**config.mk**
```make
export PLATFORM = sky130hd
export DESIGN_NAME = sorted_timeout_queue_core
export DESIGN_NICKNAME = d
export VERILOG_FILES = /design/src/hdl/stq_pkg.sv /design/src/hdl/stq_cell.sv /design/src/hdl/sorted_timeout_queue_core.sv
export SDC_FILE = /design/constraint.sdc
export NUM_CORES = 2
export LEC_CHECK = 0
export ABC_CLOCK_PERIOD_IN_PS = 15300
export BUFFER_PORTS_ARGS = -buffer_cell sky130_fd_sc_hd__buf_2
export CORE_ASPECT_RATIO = 0.6
export CORE_MARGIN = 2
export CORE_UTILIZATION = 35
export DETAILED_ROUTE_END_ITERATION = 10
export SKIP_LAST_GASP = 1
export SYNTH_ARGS = -nofsm -noshare
export SYNTH_HDL_FRONTEND = slang
export SYNTH_SLANG_ARGS = --single-unit
export TNS_END_PERCENT = 50
```
**constraint.sdc**
```tcl
create_clock -name clk -period 15.3 [get_ports clk]
set_input_delay 2.295 -clock clk [delete_from_list [all_inputs] [get_ports clk]]
set_output_delay 2.295 -clock clk [all_outputs]
set_load 0.02 [all_outputs]
```
**src/hdl/stq_pkg.sv**
```systemverilog
package stq_pkg;

    // Number of cells in the timeout chain.
    localparam int QUEUE_DEPTH = 16;

    // Most expiry results that one tick may give.
    localparam int MAX_RESULTS = 16;
    localparam int CNT_W       = (MAX_RESULTS > 1) ? $clog2(MAX_RESULTS) : 1;

    // Input request codes.
    localparam logic KIND_ADD  = 1'b0;
    localparam logic KIND_TICK = 1'b1;

    // Result codes.
    typedef enum logic [1:0] {
        RES_ACCEPTED = 2'd0,
        RES_REJECTED = 2'd1,
        RES_EXPIRED  = 2'd2
    } result_kind_t;

    // Controller states.
    typedef enum logic {
        ST_IDLE,
        ST_POP
    } state_t;

    // One pending timeout.
    typedef struct packed {
        logic [32:0] deadline;
        logic [31:0] start_time;
        logic [31:0] duration;
        logic [15:0] tag;
    } entry_t;

    // Commands broadcast to every cell.
    typedef struct packed {
        logic insert;
        logic pop;
    } cell_ctrl_t;

endpackage

```
**src/hdl/stq_cell.sv**
```systemverilog
module stq_cell
    import stq_pkg::*;
(
    input  logic       clk,
    input  logic       rst_n,
    input  cell_ctrl_t ctrl,
    input  entry_t     new_entry,
    input  logic       prev_after,
    input  logic       prev_valid,
    input  entry_t     prev_entry,
    input  logic       next_valid,
    input  entry_t     next_entry,
    output logic       after,
    output logic       valid,
    output entry_t     entry
);

    logic   valid_reg;
    logic   valid_next;
    entry_t entry_reg;
    entry_t entry_next;

    // The new entry goes behind this one when this one's deadline is equal to or earlier than the new one.
    assign after = valid_reg && (entry_reg.deadline <= new_entry.deadline);

    // Insert keeps, takes the new entry or shifts toward the tail; pop shifts to the head.
    always_comb
    begin
        valid_next = valid_reg;
        entry_next = entry_reg;
        if (ctrl.insert && !after)
        begin
            if (prev_after)
            begin
                valid_next = 1'b1;
                entry_next = new_entry;
            end
            else
            begin
                valid_next = prev_valid;
                entry_next = prev_entry;
            end
        end
        else if (ctrl.pop)
        begin
            valid_next = next_valid;
            entry_next = next_entry;
        end
    end

    // Occupancy flag.
    always_ff @(posedge clk or negedge rst_n)
    begin
        if (!rst_n)
        begin
            valid_reg <= 1'b0;
        end
        else
        begin
            valid_reg <= valid_next;
        end
    end

    // Entry payload.
    always_ff @(posedge clk)
    begin
        entry_reg <= entry_next;
    end

    assign valid = valid_reg;
    assign entry = entry_reg;

endmodule

```
**src/hdl/sorted_timeout_queue_core.sv**
```systemverilog
// Channel | Signals                                         | Direction
// --------+-------------------------------------------------+----------
// in      | in_valid, in_stall, kind, duration, tag         | request in
// out     | out_valid, out_stall, result_kind, tag_res,     | result out
//         | start_time_res, duration_res, last              |
//
// An add: all cells compare against the new deadline at once and the
// entry is inserted in the same edge that registers its result.
// A tick first advances the counter, then pops each due expiry from the head cell,
// or finds that nothing is due; out_stall holds the pop.
// A new request is taken only when the controller is idle and the output register is empty.
// Reset clears the counter, the cell occupancy flags and the controller; no clearing pass.
module sorted_timeout_queue_core
    import stq_pkg::*;
(
    input  logic        clk,
    input  logic        rst_n,
    input  logic        in_valid,
    output logic        in_stall,
    input  logic        kind,
    input  logic [31:0] duration,
    input  logic [15:0] tag,
    output logic        out_valid,
    input  logic        out_stall,
    output logic [1:0]  result_kind,
    output logic [15:0] tag_res,
    output logic [31:0] start_time_res,
    output logic [31:0] duration_res,
    output logic        last
);

    state_t           state_reg;
    state_t           state_next;
    logic [31:0]      now_reg;
    logic [31:0]      now_next;
    logic [CNT_W-1:0] cnt_reg;
    logic [CNT_W-1:0] cnt_next;
    logic             out_valid_reg;
    logic             out_valid_next;
    result_kind_t     res_kind_reg;
    result_kind_t     res_kind_next;
    entry_t           res_entry_reg;
    entry_t           res_entry_next;
    logic             res_last_reg;
    logic             res_last_next;

    cell_ctrl_t ctrl;
    entry_t     new_entry;
    logic       cell_after [QUEUE_DEPTH];
    logic       cell_valid [QUEUE_DEPTH];
    entry_t     cell_entry [QUEUE_DEPTH];

    logic in_take;
    logic out_free;
    logic full;
    logic head_due;
    logic second_due;

    // New entry stamped with the current time.
    assign new_entry.deadline   = {1'b0, now_reg} + {1'b0, duration};
    assign new_entry.start_time = now_reg;
    assign new_entry.duration   = duration;
    assign new_entry.tag        = tag;

    // Chain of cells, head at index zero.
    for (genvar i = 0; i < QUEUE_DEPTH; i++)
    begin : g_cell
        logic   p_after;
        logic   p_valid;
        entry_t p_entry;
        logic   n_valid;
        entry_t n_entry;

        if (i == 0)
        begin : g_head
            assign p_after = 1'b1;
            assign p_valid = 1'b0;
            assign p_entry = new_entry;
        end
        else
        begin : g_body
            assign p_after = cell_after[i-1];
            assign p_valid = cell_valid[i-1];
            assign p_entry = cell_entry[i-1];
        end

        if (i == QUEUE_DEPTH - 1)
        begin : g_tail
            assign n_valid = 1'b0;
            assign n_entry = cell_entry[i];
        end
        else
        begin : g_inner
            assign n_valid = cell_valid[i+1];
            assign n_entry = cell_entry[i+1];
        end

        stq_cell u_cell (
            .clk        (clk),
            .rst_n      (rst_n),
            .ctrl       (ctrl),
            .new_entry  (new_entry),
            .prev_after (p_after),
            .prev_valid (p_valid),
            .prev_entry (p_entry),
            .next_valid (n_valid),
            .next_entry (n_entry),
            .after      (cell_after[i]),
            .valid      (cell_valid[i]),
            .entry      (cell_entry[i])
        );
    end

    assign full       = cell_valid[QUEUE_DEPTH-1];
    assign head_due   = cell_valid[0] && (cell_entry[0].deadline <= {1'b0, now_reg});
    assign second_due = cell_valid[1] && (cell_entry[1].deadline <= {1'b0, now_reg});

    assign out_free = !out_valid_reg || !out_stall;
    assign in_stall = (state_reg != ST_IDLE) || out_valid_reg;
    assign in_take  = in_valid && !in_stall;

    // Controller: takes requests, drives cell commands and loads the result register.
    always_comb
    begin
        state_next     = state_reg;
        now_next       = now_reg;
        cnt_next       = cnt_reg;
        out_valid_next = out_valid_reg && out_stall;
        res_kind_next  = res_kind_reg;
        res_entry_next = res_entry_reg;
        res_last_next  = res_last_reg;
        ctrl.insert    = 1'b0;
        ctrl.pop       = 1'b0;
        unique case (state_reg)
            ST_IDLE:
            begin
                if (in_take)
                begin
                    if (kind == KIND_ADD)
                    begin
                        out_valid_next = 1'b1;
                        res_entry_next = new_entry;
                        res_last_next  = 1'b1;
                        if (full)
                        begin
                            res_kind_next = RES_REJECTED;
                        end
                        else
                        begin
                            res_kind_next = RES_ACCEPTED;
                            ctrl.insert   = 1'b1;
                        end
                    end
                    else
                    begin
                        if (now_reg != 32'hFFFF_FFFF)
                        begin
                            now_next = now_reg + 32'd1;
                        end
                        cnt_next   = '0;
                        state_next = ST_POP;
                    end
                end
            end
            ST_POP:
            begin
                if (!head_due)
                begin
                    state_next = ST_IDLE;
                end
                else if (out_free)
                begin
                    out_valid_next = 1'b1;
                    res_kind_next  = RES_EXPIRED;
                    res_entry_next = cell_entry[0];
                    res_last_next  = !second_due || (cnt_reg == CNT_W'(MAX_RESULTS - 1));
                    ctrl.pop       = 1'b1;
                    cnt_next       = cnt_reg + CNT_W'(1);
                    if (res_last_next)
                    begin
                        state_next = ST_IDLE;
                    end
                end
            end
            default:
            begin
                state_next = ST_IDLE;
            end
        endcase
    end

    // Control state.
    always_ff @(posedge clk or negedge rst_n)
    begin
        if (!rst_n)
        begin
            state_reg     <= ST_IDLE;
            now_reg       <= '0;
            cnt_reg       <= '0;
            out_valid_reg <= 1'b0;
        end
        else
        begin
            state_reg     <= state_next;
            now_reg       <= now_next;
            cnt_reg       <= cnt_next;
            out_valid_reg <= out_valid_next;
        end
    end

    // Result payload.
    always_ff @(posedge clk)
    begin
        res_kind_reg  <= res_kind_next;
        res_entry_reg <= res_entry_next;
        res_last_reg  <= res_last_next;
    end

    assign out_valid      = out_valid_reg;
    assign result_kind    = res_kind_reg;
    assign tag_res        = res_entry_reg.tag;
    assign start_time_res = res_entry_reg.start_time;
    assign duration_res   = res_entry_reg.duration;
    assign last           = res_last_reg;

endmodule
```
# Word level (Yosys, flattened, before mapping)
# Index checks and enable logic that the tools add are counted.
[word_totals]
register_bits = 1945
out_inout_bits = 85
wordCells = 327
[classes]
addsub = 3
n_lt_le_gt_ge = 18
eq_ne = 7
n_mux = 131
bitwise = 1
n_reduce_logical = 78
[op_table]
columns = ["cell", "count"]
rows = [
  ["$mux 113", 45],
  ["$le 33x33->1", 16],
  ["$mux 80", 4],
  ["$pmux 80 s2", 1],
  ["$mux 1", 68],
  ["$le 33x32->1", 2],
  ["$logic_and 1x1->1", 36],
  ["$add 32x32->33", 1],
  ["$add 32x1->32 const B", 1],
  ["$ne 32x32->1 const B", 1],
  ["$reduce_bool 2->1", 16],
  ["$logic_not 1->1", 20],
  ["$mux 4", 4],
  ["$reduce_and 4->1", 3],
  ["$mux 2", 4],
  ["$pmux 4 s2", 1],
  ["$ne 2x2->1 const B", 3],
  ["$pmux 1 s2", 3],
  ["$add 4x1->4 const B", 1],
  ["$eq 4x4->1 const B", 1],
  ["$ne 2x1->1 const B", 2],
  ["$pmux 2 s2", 1],
  ["$logic_or 1x1->1", 3],
  ["$not 1->1", 1],
]

# Logic depth before layout (Yosys ltp)
[depth]
word_depth = 8
mapped_depth = 28

# Cells and area by module
# From an unflattened synthesis, not the netlist that was laid out.
[unflattened]
cells_unflattened = 8750
area_unflattened_um2 = 123258.2
[modules_own_cells]
columns = ["mod", "instances", "cells_each", "area_per_inst_um2", "seq_area_each_um2"]
rows = [
  ["stq_cell at g_cell[3].u_cell ...", 7, 497, 7255.7, 3418.3],
  ["stq_cell at g_cell[10].u_cell ...", 7, 496, 7080.5, 3418.3],
  ["sorted_timeout_queue_core", 1, 813, 8415.6, 3443.3],
  ["stq_cell at g_cell[0].u_cell", 1, 494, 7280.7, 3418.3],
  ["stq_cell at g_cell[2].u_cell", 1, 492, 7208.2, 3418.3],
]

# Worst setup path before layout
# No wires, ideal clock.
[synth_path]
path_type = "input to register"
start = "input duration[9]"
end = "register g_cell[1].u_cell.valid_reg"
arrival_time_ps = 15375
t_required_ps = 14774
path_slack_ps = -601
cell_stages = 21
cell_sequence = "ha_1 -> a21oi_1 -> nand2_1 -> a221o_1 -> o21a_1 -> o41a_1 -> a21o_1 -> a21oi_1 -> xnor2_1 -> clkbuf_1 -> inv_1 -> ha_1 -> and4_1 -> nand3_1 -> mux2_2 -> nor4_1 -> o22ai_1 -> buf_4 -> buf_6 -> o21ai_0 -> o221ai_1"
[synth_via]
elab_chain_cells = 6
word_cells_on_any_way = 10
[synth_rtl]
columns = ["item", "line", "text"]
rows = [
  ["start, declared", "sorted_timeout_queue_core.sv:21", "input logic [31:0] duration,"],
  ["$add 32x32->33 (*)", "sorted_timeout_queue_core.sv:60", "assign new_entry.deadline = {1'b0, now_reg} + {1'b0, duration};"],
  ["$le 33x33->1", "stq_cell.sv:24", "assign after = valid_reg && (entry_reg.deadline <= new_entry.deadline);"],
  ["$logic_and 1x1->1", "stq_cell.sv:24", ""],
  ["$logic_not 1->1", "stq_cell.sv:31", "if (ctrl.insert && !after)"],
  ["$logic_and 1x1->1", "stq_cell.sv:31", ""],
  ["$mux 1 or $reduce_bool 2->1 (tied branches)", "n/a", ""],
  ["end signal, assigned", "stq_cell.sv:60", "valid_reg <= valid_next;"],
  ["end, declared", "stq_cell.sv:18", "logic valid_reg;"],
]
# Mark *: on every way between the ends. The rest lies on a longest branch, timed or not.
# A chain may end at the register's enable or synchronous reset.

==> metrics.txt <==
run status=completed; busiest grt layer=met1; Rows=159; Yosys reg bits=1945; Vias=82957; Worst R2R End=g_cell[14].u_cell.entry[61]; CP max FO=136; Synth area leaders=edfxtp_1, mux2i_1, ha_1; die width=728.9 um; Post-synth EDFFs=1891; HP Class=reg -> reg; Worst Setup Path Type=in -> reg; most common cell in the synthesized netlist=edfxtp_1; final period utilization=70.91%; area grow syn2layout=9.323%; setup TNS=0 ps; share of cells above drive strength 1=8.815%; # DRC=0; Setup crit end kind=register; antenna violations before repair=20; CP Launch Type=primary input; number of cells on the worst hold path=2; M1 GR Usage=35.89%; largest net degree at the start of global routing=164; mux contribution to synthesized area=15.51%; vias per cell=5.891; sequential share of the synthesized area=52.68%; height of the die=438.9 um; TritonCTS Buffers=191; Max VDD drop=0.09966 mV; RSZ-0062 raised after global routing=no; Cells after Synth=9993; Critical Path RT=15850 ps; fin crit period=10850 ps; Die Area=319900 um2; Ports=138; Post-CTS Hold Fix Bufs=0; total global routing overflow=0; # port buffers=137; Fmax achieved=0.09217 GHz; Fill cells=30084; max reg flops=1808; GR Util All Layers=22.53%; area leader, netlist=edfxtp_1; Final nets=10360; Post-Route WL=374300 um; Clock Pin Slew Worst Setup and Hold Paths=70 ps; Detailed Routing Iterations Pass 1=6; Post-synth top cells=edfxtp_1, nand2_1, mux2i_1; met2 Usage GRT=30.75%; library cells used by synthesis=96; Clock Tree Buf Depth=4; vias in the first global route=80637; largest family of logic cells by synthesized area=multiplexers; hold path endpoint=g_cell[14].u_cell.entry[49]; Final Core Density=38.50%; complex-gate fraction of the synthesized area=11.60%; Post-Synth XOR/XNOR Area=0.5635%; P_leak=48.24 nW; clk_skew=76.92 ps; initial core utilization=35.22%; Slew headroom=13.19%; core area=313300 um2; final slew viol count=0; Arrival @ worst endpoint=11400 ps; FF-to-FF Start=now_reg[9]; Avg WL per Cell=26.58 um; max-cap viol count=0; hpwl dp=251500 um; share of the synthesized area in the top cell type=51.46%; power density cells=103.3 nW/um2; Simple-Gate Fraction of Synth Area=9.309%; GR Layer Usage met3=4.647%; asr flop ratio synth=2.776%; Pwr Total=12.46 mW; post-synthesis cell area=110300 um2; Avg Inst Size Synth=11.04 um2; CTS H-tree lvls=4; worst hold start=g_cell[15].u_cell.entry[49]; CTS resizes=0; Clk Latency, worst-skew pair=910 ps; postcts setup bufs=0; CTS tree=yes; GPL Wtd Cong=0.9522; worst reg2reg path depth=21; first-pass GRT wire length=545200 um; measured slew at the worst slew-check pin=1302 ps; initial drt markers=10714; CTS sink cnt=1945; Synth Flop Type=edfxtp_1; Root Driver=clkbuf_16; Synth Area in Adders=6.529%; Routed Antenna Nets=0; setup slack, reg-to-reg=5220 ps; synthesized net count=10610; Final Hold Fails=0; Yosys Warn Count=0; Final setup viols=0
routing by layer:
layer | part of all wire [%] | vias to the layer above
met3 | 11 | 506
li1 | - | 36343
met5 | 0.0072 | -
met2 | 39 | 4402
met1 | 48 | 41702
met4 | 2.2 | 4
metrics by stage:
| step | hold WS (ps) | instances | cell area (um2) | setup WS (ps) |
|---|---|---|---|---|
| floorplan | 455.9 | 9993 | 110300 | 2688 |
| global placement | 471.1 | 13736 | 114800 | 3785 |
| detailed placement | 478.9 | 13736 | 114800 | 3748 |
| CTS | 493.4 | 14078 | 120600 | 4619 |
| global route | 535.4 | 14080 | 120600 | 3976 |
| finish | 500.2 | 14082 | 120600 | 4451 |
kinds of logic (layout without fill, tap and decap cells):
kind of cell / Yosys count / count (layout)
buf+inv: 909 / 808
flops: 1945 / 1945
fa+ha+maj: 578 / 578
compound gates: 2303 / 2303
xor+xnor: 71 / 71
other cells: 0 / 4
mux: 1683 / 1683
simple gates: 2504 / 2504
layout by cell type (no fill, tap or decap), drive strengths merged, types with 127 or more instances in the layout:
cell,instances
edfxtp,1891
nand2,1477
mux2i,1464
o21ai,1227
nor2,655
a21oi,618
ha,563
buf,342
clkbuf,261
mux2,219
a31oi,127
inv,127
layout make-up:
type	instances	area [um2]	area share, %
sequential	1945	58140	48.19
timing repair buffer	342	2490	2.064
clock buffer	261	5309	4.401
tap	4186	5238	4.342
multi-input combinational	7139	48430	40.14
inverter	124	473.0	0.3921
clock inverter	81	549.3	0.4553
antenna	4	10.01	0.008297
power breakdown:
group / leakage [nW] / total (mW) / internal, mW / switching (mW)
clock network: 2.87 / 4.70 / 2.52 / 2.18
logic: 27.7 / 1.94 / 0.639 / 1.30
registers: 17.6 / 5.82 / 5.79 / 0.0343
total: 48.2 / 12.5 / 8.95 / 3.51
how the worst max path moves through the flow:
stage / start / endpoint / slack, ps
after floorplan: duration[9] / g_cell[1].u_cell.valid / 2690
after global placement: duration[0] / g_cell[13].u_cell.entry[72] / 3780
after detailed placement: duration[0] / g_cell[13].u_cell.entry[73] / 3750
after CTS: duration[0] / g_cell[13].u_cell.entry[78] / 4620
after global routing: duration[0] / g_cell[13].u_cell.entry[78] / 3980
final: duration[0] / g_cell[14].u_cell.entry[61] / 4450
critical path, stage by stage:
cell and delay [ps]:
buf_2 330, ha_1 260, inv_1 70, fa_1 440, nor2b_1 170, o31a_1 260
o31ai_4 120, a211oi_1 650, and4b_1 310, o31ai_1 420, a41oi_1 240, xnor2_2 820
inv_1 370, buf_4 320, ha_1 320, a21o_1 170, a21o_1 170, a2111oi_0 780
and3b_1 360, nor4b_1 600, a2111o_2 230, buf_4 520, buf_12 370, o21ai_0 260
No activity file was read; power rests on OpenSTA's default activity.
